[src/rtl/lzpk_pkg.sv]
package lzpk_pkg;

  localparam int MAX_CODE_WIDTH = 16;
  localparam int CODE_LIMIT = (MAX_CODE_WIDTH < 16) ? MAX_CODE_WIDTH : 16;
  localparam int QUEUE_DEPTH = 4;
  localparam int QUEUE_PTR_W = $clog2(QUEUE_DEPTH);

  typedef enum logic {
    REQ_PACK  = 1'b0,
    REQ_FLUSH = 1'b1
  } req_type_t;

  // One queued job: up to three packed bytes and how many of them are valid.
  typedef struct packed {
    logic [23:0] data;
    logic [1:0]  byte_count;
  } job_t;

  typedef struct packed {
    logic valid;
    logic pop;
  } queue_read_t;

endpackage

[src/rtl/lzpk_request_if.sv]
interface lzpk_request_if;
  logic        valid;
  logic        ready;
  logic        req_type;
  logic [15:0] code_value;
  logic [4:0]  code_width;
  logic [7:0]  symbol_value;

  modport source(output valid, req_type, code_value, code_width, symbol_value, input ready);
  modport sink(input valid, req_type, code_value, code_width, symbol_value, output ready);
endinterface

[src/rtl/lzpk_result_if.sv]
interface lzpk_result_if;
  logic       valid;
  logic       ready;
  logic [7:0] out_byte;
  logic       last_of_run;

  modport source(output valid, out_byte, last_of_run, input ready);
  modport sink(input valid, out_byte, last_of_run, output ready);
endinterface

[src/rtl/lzpk_front.sv]
module lzpk_front
  import lzpk_pkg::*;
(
  input  logic clk,
  input  logic rst,
  lzpk_request_if.sink request,
  input  logic queue_full,
  output logic push,
  output job_t push_job
);

  localparam logic [4:0] LIMIT_W = 5'(CODE_LIMIT);

  logic [6:0]  pending_bits;
  logic [6:0]  pending_bits_next;
  logic [2:0]  pending_count;
  logic [2:0]  pending_count_next;
  logic        accept;
  logic [4:0]  width;
  logic [16:0] ones;
  logic [15:0] code;
  logic [30:0] acc;
  logic [30:0] rest;
  logic [4:0]  total;

  assign request.ready = !queue_full;
  assign accept = request.valid && request.ready;

  always_comb begin
    width = (request.code_width > LIMIT_W) ? LIMIT_W : request.code_width;
    ones = (17'd1 << width) - 17'd1;
    code = request.code_value & ones[15:0];
    acc = {24'd0, pending_bits} | ({15'd0, code} << pending_count)
        | ({23'd0, request.symbol_value} << (5'(pending_count) + width));
    total = 5'(pending_count) + width + 5'd8;
    rest = acc >> {total[4:3], 3'b000};

    push = 1'b0;
    push_job.data = acc[23:0];
    push_job.byte_count = total[4:3];
    pending_bits_next = pending_bits;
    pending_count_next = pending_count;
    if (request.req_type == REQ_FLUSH) begin
      push = accept && (pending_count != 3'd0);
      push_job.data = {17'd0, pending_bits};
      push_job.byte_count = 2'd1;
      pending_bits_next = 7'd0;
      pending_count_next = 3'd0;
    end else begin
      push = accept;
      pending_bits_next = rest[6:0];
      pending_count_next = total[2:0];
    end
  end

  always_ff @(posedge clk) begin
    if (rst) begin
      pending_bits <= 7'd0;
      pending_count <= 3'd0;
    end else if (accept) begin
      pending_bits <= pending_bits_next;
      pending_count <= pending_count_next;
    end
  end

endmodule

[src/rtl/lzpk_queue.sv]
module lzpk_queue
  import lzpk_pkg::*;
(
  input  logic        clk,
  input  logic        rst,
  input  logic        push,
  input  job_t        push_job,
  output logic        full,
  input  queue_read_t rd,
  output logic        head_valid,
  output job_t        head_job
);

  job_t                 entries [QUEUE_DEPTH];
  logic [QUEUE_PTR_W-1:0] wr_ptr;
  logic [QUEUE_PTR_W-1:0] rd_ptr;
  logic [QUEUE_PTR_W:0]   fill;
  logic                   pop;

  assign full = (fill == (QUEUE_PTR_W + 1)'(QUEUE_DEPTH));
  assign head_valid = (fill != '0);
  assign head_job = entries[rd_ptr];
  assign pop = rd.pop && rd.valid;

  always_ff @(posedge clk) begin
    if (push) begin
      entries[wr_ptr] <= push_job;
    end
  end

  always_ff @(posedge clk) begin
    if (rst) begin
      wr_ptr <= '0;
      rd_ptr <= '0;
      fill <= '0;
    end else begin
      if (push) begin
        wr_ptr <= wr_ptr + 1'b1;
      end
      if (pop) begin
        rd_ptr <= rd_ptr + 1'b1;
      end
      if (push && !pop) begin
        fill <= fill + 1'b1;
      end else if (pop && !push) begin
        fill <= fill - 1'b1;
      end
    end
  end

endmodule

[src/rtl/lzpk_back.sv]
module lzpk_back
  import lzpk_pkg::*;
(
  input  logic        clk,
  input  logic        rst,
  input  logic        head_valid,
  input  job_t        head_job,
  output queue_read_t rd,
  lzpk_result_if.source result
);

  logic [1:0] byte_index;
  logic       load;
  logic       is_last;
  logic [7:0] next_byte;
  logic       out_valid;
  logic [7:0] out_byte;
  logic       last_of_run;

  assign load = head_valid && (!out_valid || result.ready);
  assign is_last = (byte_index == head_job.byte_count - 2'd1);
  assign rd.valid = head_valid;
  assign rd.pop = load && is_last;

  always_comb begin
    case (byte_index)
      2'd0: next_byte = head_job.data[7:0];
      2'd1: next_byte = head_job.data[15:8];
      2'd2: next_byte = head_job.data[23:16];
      default: next_byte = 8'd0;
    endcase
  end

  assign result.valid = out_valid;
  assign result.out_byte = out_byte;
  assign result.last_of_run = last_of_run;

  always_ff @(posedge clk) begin
    if (rst) begin
      out_valid <= 1'b0;
      byte_index <= 2'd0;
    end else begin
      if (load) begin
        out_valid <= 1'b1;
        byte_index <= is_last ? 2'd0 : byte_index + 2'd1;
      end else if (result.ready) begin
        out_valid <= 1'b0;
      end
    end
  end

  always_ff @(posedge clk) begin
    if (load) begin
      out_byte <= next_byte;
      last_of_run <= is_last;
    end
  end

endmodule

[src/rtl/lz78_pair_bit_packer_unit.sv]
// Packs LZ78 code/symbol pairs into a byte stream, least significant bit first.
// A pair request adds its code (width saturated to the supported maximum) and its
// symbol to the held bits and yields one to three bytes; a flush yields the held
// partial byte, zero padded, or nothing if no bit is held. The front end takes one
// request per cycle while its job queue has room, and the byte-wide output register
// sends one byte per cycle while result.ready is high; new requests can be taken
// while earlier bytes drain. The last byte of each request carries last_of_run.
// No reset sweep is needed; the block is ready in the cycle after reset.
module lz78_pair_bit_packer_unit
  import lzpk_pkg::*;
(
  input logic clk,
  input logic rst,
  lzpk_request_if.sink request,
  lzpk_result_if.source result
);

  logic        push;
  job_t        push_job;
  logic        queue_full;
  queue_read_t rd;
  logic        head_valid;
  job_t        head_job;

  lzpk_front u_front (
    .clk        (clk),
    .rst        (rst),
    .request    (request),
    .queue_full (queue_full),
    .push       (push),
    .push_job   (push_job)
  );

  lzpk_queue u_queue (
    .clk        (clk),
    .rst        (rst),
    .push       (push),
    .push_job   (push_job),
    .full       (queue_full),
    .rd         (rd),
    .head_valid (head_valid),
    .head_job   (head_job)
  );

  lzpk_back u_back (
    .clk        (clk),
    .rst        (rst),
    .head_valid (head_valid),
    .head_job   (head_job),
    .rd         (rd),
    .result     (result)
  );

endmodule
[src/flat_wrapper.sv]
// flat-port wrapper written by rule: the top's interface ports become plain ports
module lz78_pair_bit_packer_unit_flat import lzpk_pkg::*;
  (clk, rst, request_valid, request_req_type, request_code_value, request_code_width, request_symbol_value, request_ready, result_valid, result_out_byte, result_last_of_run, result_ready);
  lzpk_request_if request_i ();
  lzpk_result_if result_i ();
  input logic clk;
  input logic rst;
  input wire logic [$bits(request_i.valid)-1:0] request_valid;
  input wire logic [$bits(request_i.req_type)-1:0] request_req_type;
  input wire logic [$bits(request_i.code_value)-1:0] request_code_value;
  input wire logic [$bits(request_i.code_width)-1:0] request_code_width;
  input wire logic [$bits(request_i.symbol_value)-1:0] request_symbol_value;
  output wire logic [$bits(request_i.ready)-1:0] request_ready;
  output wire logic [$bits(result_i.valid)-1:0] result_valid;
  output wire logic [$bits(result_i.out_byte)-1:0] result_out_byte;
  output wire logic [$bits(result_i.last_of_run)-1:0] result_last_of_run;
  input wire logic [$bits(result_i.ready)-1:0] result_ready;
  assign request_i.valid = request_valid;
  assign request_i.req_type = request_req_type;
  assign request_i.code_value = request_code_value;
  assign request_i.code_width = request_code_width;
  assign request_i.symbol_value = request_symbol_value;
  assign request_ready = request_i.ready;
  assign result_valid = result_i.valid;
  assign result_out_byte = result_i.out_byte;
  assign result_last_of_run = result_i.last_of_run;
  assign result_i.ready = result_ready;
  lz78_pair_bit_packer_unit u_core (.clk(clk), .rst(rst), .request(request_i), .result(result_i));
endmodule
[config.mk]
export PLATFORM = sky130hd
export DESIGN_NAME = lz78_pair_bit_packer_unit_flat
export DESIGN_NICKNAME = d
export VERILOG_FILES = /design/src/rtl/lzpk_pkg.sv /design/src/rtl/lzpk_request_if.sv /design/src/rtl/lzpk_result_if.sv /design/src/rtl/lzpk_front.sv /design/src/rtl/lzpk_queue.sv /design/src/rtl/lzpk_back.sv /design/src/rtl/lz78_pair_bit_packer_unit.sv /design/src/flat_wrapper.sv
export SDC_FILE = /design/constraint.sdc
export NUM_CORES = 1
export LEC_CHECK = 0
export BUFFER_PORTS_ARGS = -buffer_cell sky130_fd_sc_hd__buf_2
export CELL_PAD_IN_SITES_DETAIL_PLACEMENT = 1
export CELL_PAD_IN_SITES_GLOBAL_PLACEMENT = 1
export CORE_UTILIZATION = 35
export DETAILED_ROUTE_END_ITERATION = 12
export GPL_ROUTABILITY_DRIVEN = 0
export PLACE_DENSITY_LB_ADDON = 0.1
export REMOVE_ABC_BUFFERS = 1
export SYNTH_ARGS = -nofsm -noshare
export SYNTH_HDL_FRONTEND = slang
export SYNTH_HIERARCHICAL = 1
export SYNTH_SLANG_ARGS = --single-unit
[constraint.sdc]
create_clock -name clk -period 4.2 [get_ports clk]
set_clock_uncertainty 0.15 [all_clocks]
set_input_delay 0.42 -clock clk [delete_from_list [all_inputs] [get_ports clk]]
set_output_delay 0.42 -clock clk [all_outputs]
set_load 0.1 [all_outputs]
==> flow_summary.yaml <==
run_status:
  status: "finished clean"
detailed_routing:
  drc_errors: 0
  finalWirelength_um: 21900
  routed-via-count: 5778
  ant_nets: 0
  drtPass1Iterations: 7
  viasPerCell: 5.77
  drtIter0Drc: 303
  avgRoutedWirePerCell_um: 21.9
logic_synthesis:
  synth_area_mm2: 0.00774
  synth_area_leaders: "edfxtp_1, mux4_2, dfxtp_1"
  ys_warn_count: 6
  synth.most_common_cell: "edfxtp_1"
  synth_cells: 667
  synth-seq-area-share_pct: 49.5
  ys_ff_latch: 135
  yosys_most_used_dff: "edfxtp_1"
  ys_async_sr_fraction_pct: 0
  yosysUniqueCellTypes: 86
  synth_edf_count: 113
  yosys.area.top_type: "edfxtp_1"
  synth.avg_cell_area_um2: 11.6
  synthTopCellsByCount: "edfxtp_1, a21oi_1, nand2_1, nor2_1"
  synth.top_cell.area_share_pct: 43.8
grt:
  grt_pass1_wl_um: 34700
  grt_max_degree: 36
  antenna_found_initial: 0
  grt_usage_pct: 20.7
  grt_pass1_vias: 6080
  grt_remaining_overflow: 0
floorplanning:
  core-area_mm2: 0.0218
  die_h_um: 151
  io_pins: 45
  dieArea_mm2: 0.0227
  initial_core_util_pct: 35.6
  rows: 54
  die_w_um: 151
clocking:
  cts-buffers-inserted: 17
  cts_buffer_depth: 2
  clockRootBuffer: "clkbuf_16"
  cts_resized: 0
  htree_levels: 4
  cts_tree: "done"
  cts_setup_buffers: 0
  postCtsHoldBufs: 0
  cts.clk_slew.worst_paths_ps: 60
  cts.sinks: 135
  insertion_delay_ps: 420
critical_path:
  slowest_delay_ps: 470
  crit_type: "input pin to flop"
  start_kind: "input pin"
  crit_fanout: 16
  cp-end-kind: "flop"
  cp_data_arrival_time_ps: 3530
  worstPathCellList: "buf_2, or3_1, or3b_2, ha_1, nor4b_1, a21oi_1, a21oi_1, o211ai_1, a21boi_0, a31oi_1"
  cp_data_required_time_ps: 4150
  slowest_stage: "a21boi_0"
  path_common_cell: "a21oi_1"
cells_and_area:
  final_core_util_pct: 40.6
  diodes: 0
  area_delta_synth_final_pct: 14.1
  final_layout_size_suffix_gt1_share_pct: 20.1
  nets: 756
placed_design:
  port_buffers: 44
  place_hpwl_um: 16100
sta:
  fmax_ghz: 0.279
  worst_pin_slew_ps: 782
  hold_slack_ps: 206
  finalSetupViolCount: 0
  period_minus_slack_ps: 3580
  finalHoldViolCount: 0
  relSlewSlack_pct: 47.1
  rsz0062_at_grt: "no"
  fin_setup_tns_ps: 0
  slew_viol_final: 0
  fin_crit_sh_pct: 85.3
job:
  cap_violations: 0
min_path:
  hold_class: "input pin to flop"
pwr:
  power_density_mw_per_mm2: 542
  leakagePower_uw: 0.00307
  ir_drop_uv: 248
-- critical path, delay by kind of cell --
kind	cells	cell delay, ps
adders and majority gates	1	400
and+or+nand+nor	3	1090
buffers and inverters	1	100
AOI/OAI and AO/OA	5	1510
-- per-stage QoR --
stage / cells / worst slack (ps) / total power, uW / instance area (um2)
5_1_grt: 1001 / 451 / 5020 / 8830
2_1_floorplan: 618 / 302 / 2910 / 7460
6_report: 1001 / 616 / 4790 / 8830
3_5_place_dp: 969 / 255 / 3350 / 8240
3_3_place_gp: 969 / 367 / 3300 / 8240
4_1_cts: 1001 / 692 / 4850 / 8830
-- area by class of cell --
cell class | count | area (um2)
Fill cell | 2382 | 12900
Sequential cell | 135 | 3830
Multi-Input combinational cell | 466 | 3570
Clock buffer | 17 | 425
Timing Repair Buffer | 71 | 423
Tap cell | 280 | 350
Clock inverter | 15 | 169
Inverter | 17 | 63.8
-- registers in the layout, summed over array words and instances, names as in the netlist, named ones only --
name,cells
u_core/u_queue/entries,104
u_core/u_back/result.out_byte,8
u_core/u_front/pending_bits,7
u_core/u_front/pending_count,3
u_core/u_queue/fill,3
u_core/u_back/byte_index,2
u_core/u_queue/rd_ptr,2
u_core/u_queue/wr_ptr,2
u_core/u_back/result.last_of_run,1
u_core/u_back/result.valid,1
-- cells by family (layout without fill, tap and decap cells) --
family | after synthesis | in the layout | synth area share (%)
adders and majority gates | 14 | 14 | 2.46
DFF | 135 | 135 | 49.5
xor gates and xnor gates | 10 | 10 | 1.37
muxes | 48 | 48 | 11.5
and+or+nand+nor | 194 | 194 | 12.8
buffers and inverters | 66 | 120 | 4.40
AOI/OAI and AO/OA | 200 | 200 | 18.0
-- path summary, 6_finish.rpt --
path | start | cells past startpoint | to | slack, ps
min | result_ready | 3 | u_core/u_back/result.valid | 210
min reg2reg | u_core/u_front/pending_bits[2] | 2 | u_core/u_front/pending_bits[2] | 340
max | request_code_width[4] | 10 | u_core/u_queue/entries[0][20] | 620
max reg2reg | u_core/u_front/pending_count[2] | 9 | u_core/u_queue/fill[2] | 810
-- per-layer routing --
layer  track usage [%]  wire length [um]
met2              35.2             11000
met1              25.4              9420
met4              10.4               779
met5                 0                 0
met3              3.12               706
-- cells in the final DEF (no fill, tap or decap), types with 11 or more instances in the layout --
cell type / Yosys / final
buf_2: 11 / 44
inv_1: 15 / 15
o21a_1: 12 / 12
a21oi_1: 51 / 51
nor2b_1: 11 / 11
and2_1: 12 / 12
dfxtp_1: 22 / 22
o21ai_1: 15 / 15
o21ai_0: 16 / 16
nand2_1: 47 / 47
ha_1: 12 / 12
a31oi_1: 13 / 13
nand2b_1: 12 / 12
nor2_1: 46 / 46
nor3_1: 20 / 20
mux4_2: 24 / 24
clkbuf_16: 0 / 17
buf_4: 4 / 27
edfxtp_1: 113 / 113
nand3_1: 11 / 11
o211ai_1: 12 / 12
mux2i_1: 15 / 15
-- power breakdown --
group          internal (uW)  leakage (uW)  total (uW)  switching (uW)
registers               1680       0.00123        1750            65.7
logic                    467       0.00156        1550            1090
clock network            887      0.000283        1480             598
Power figures use the tool's default switching activity.
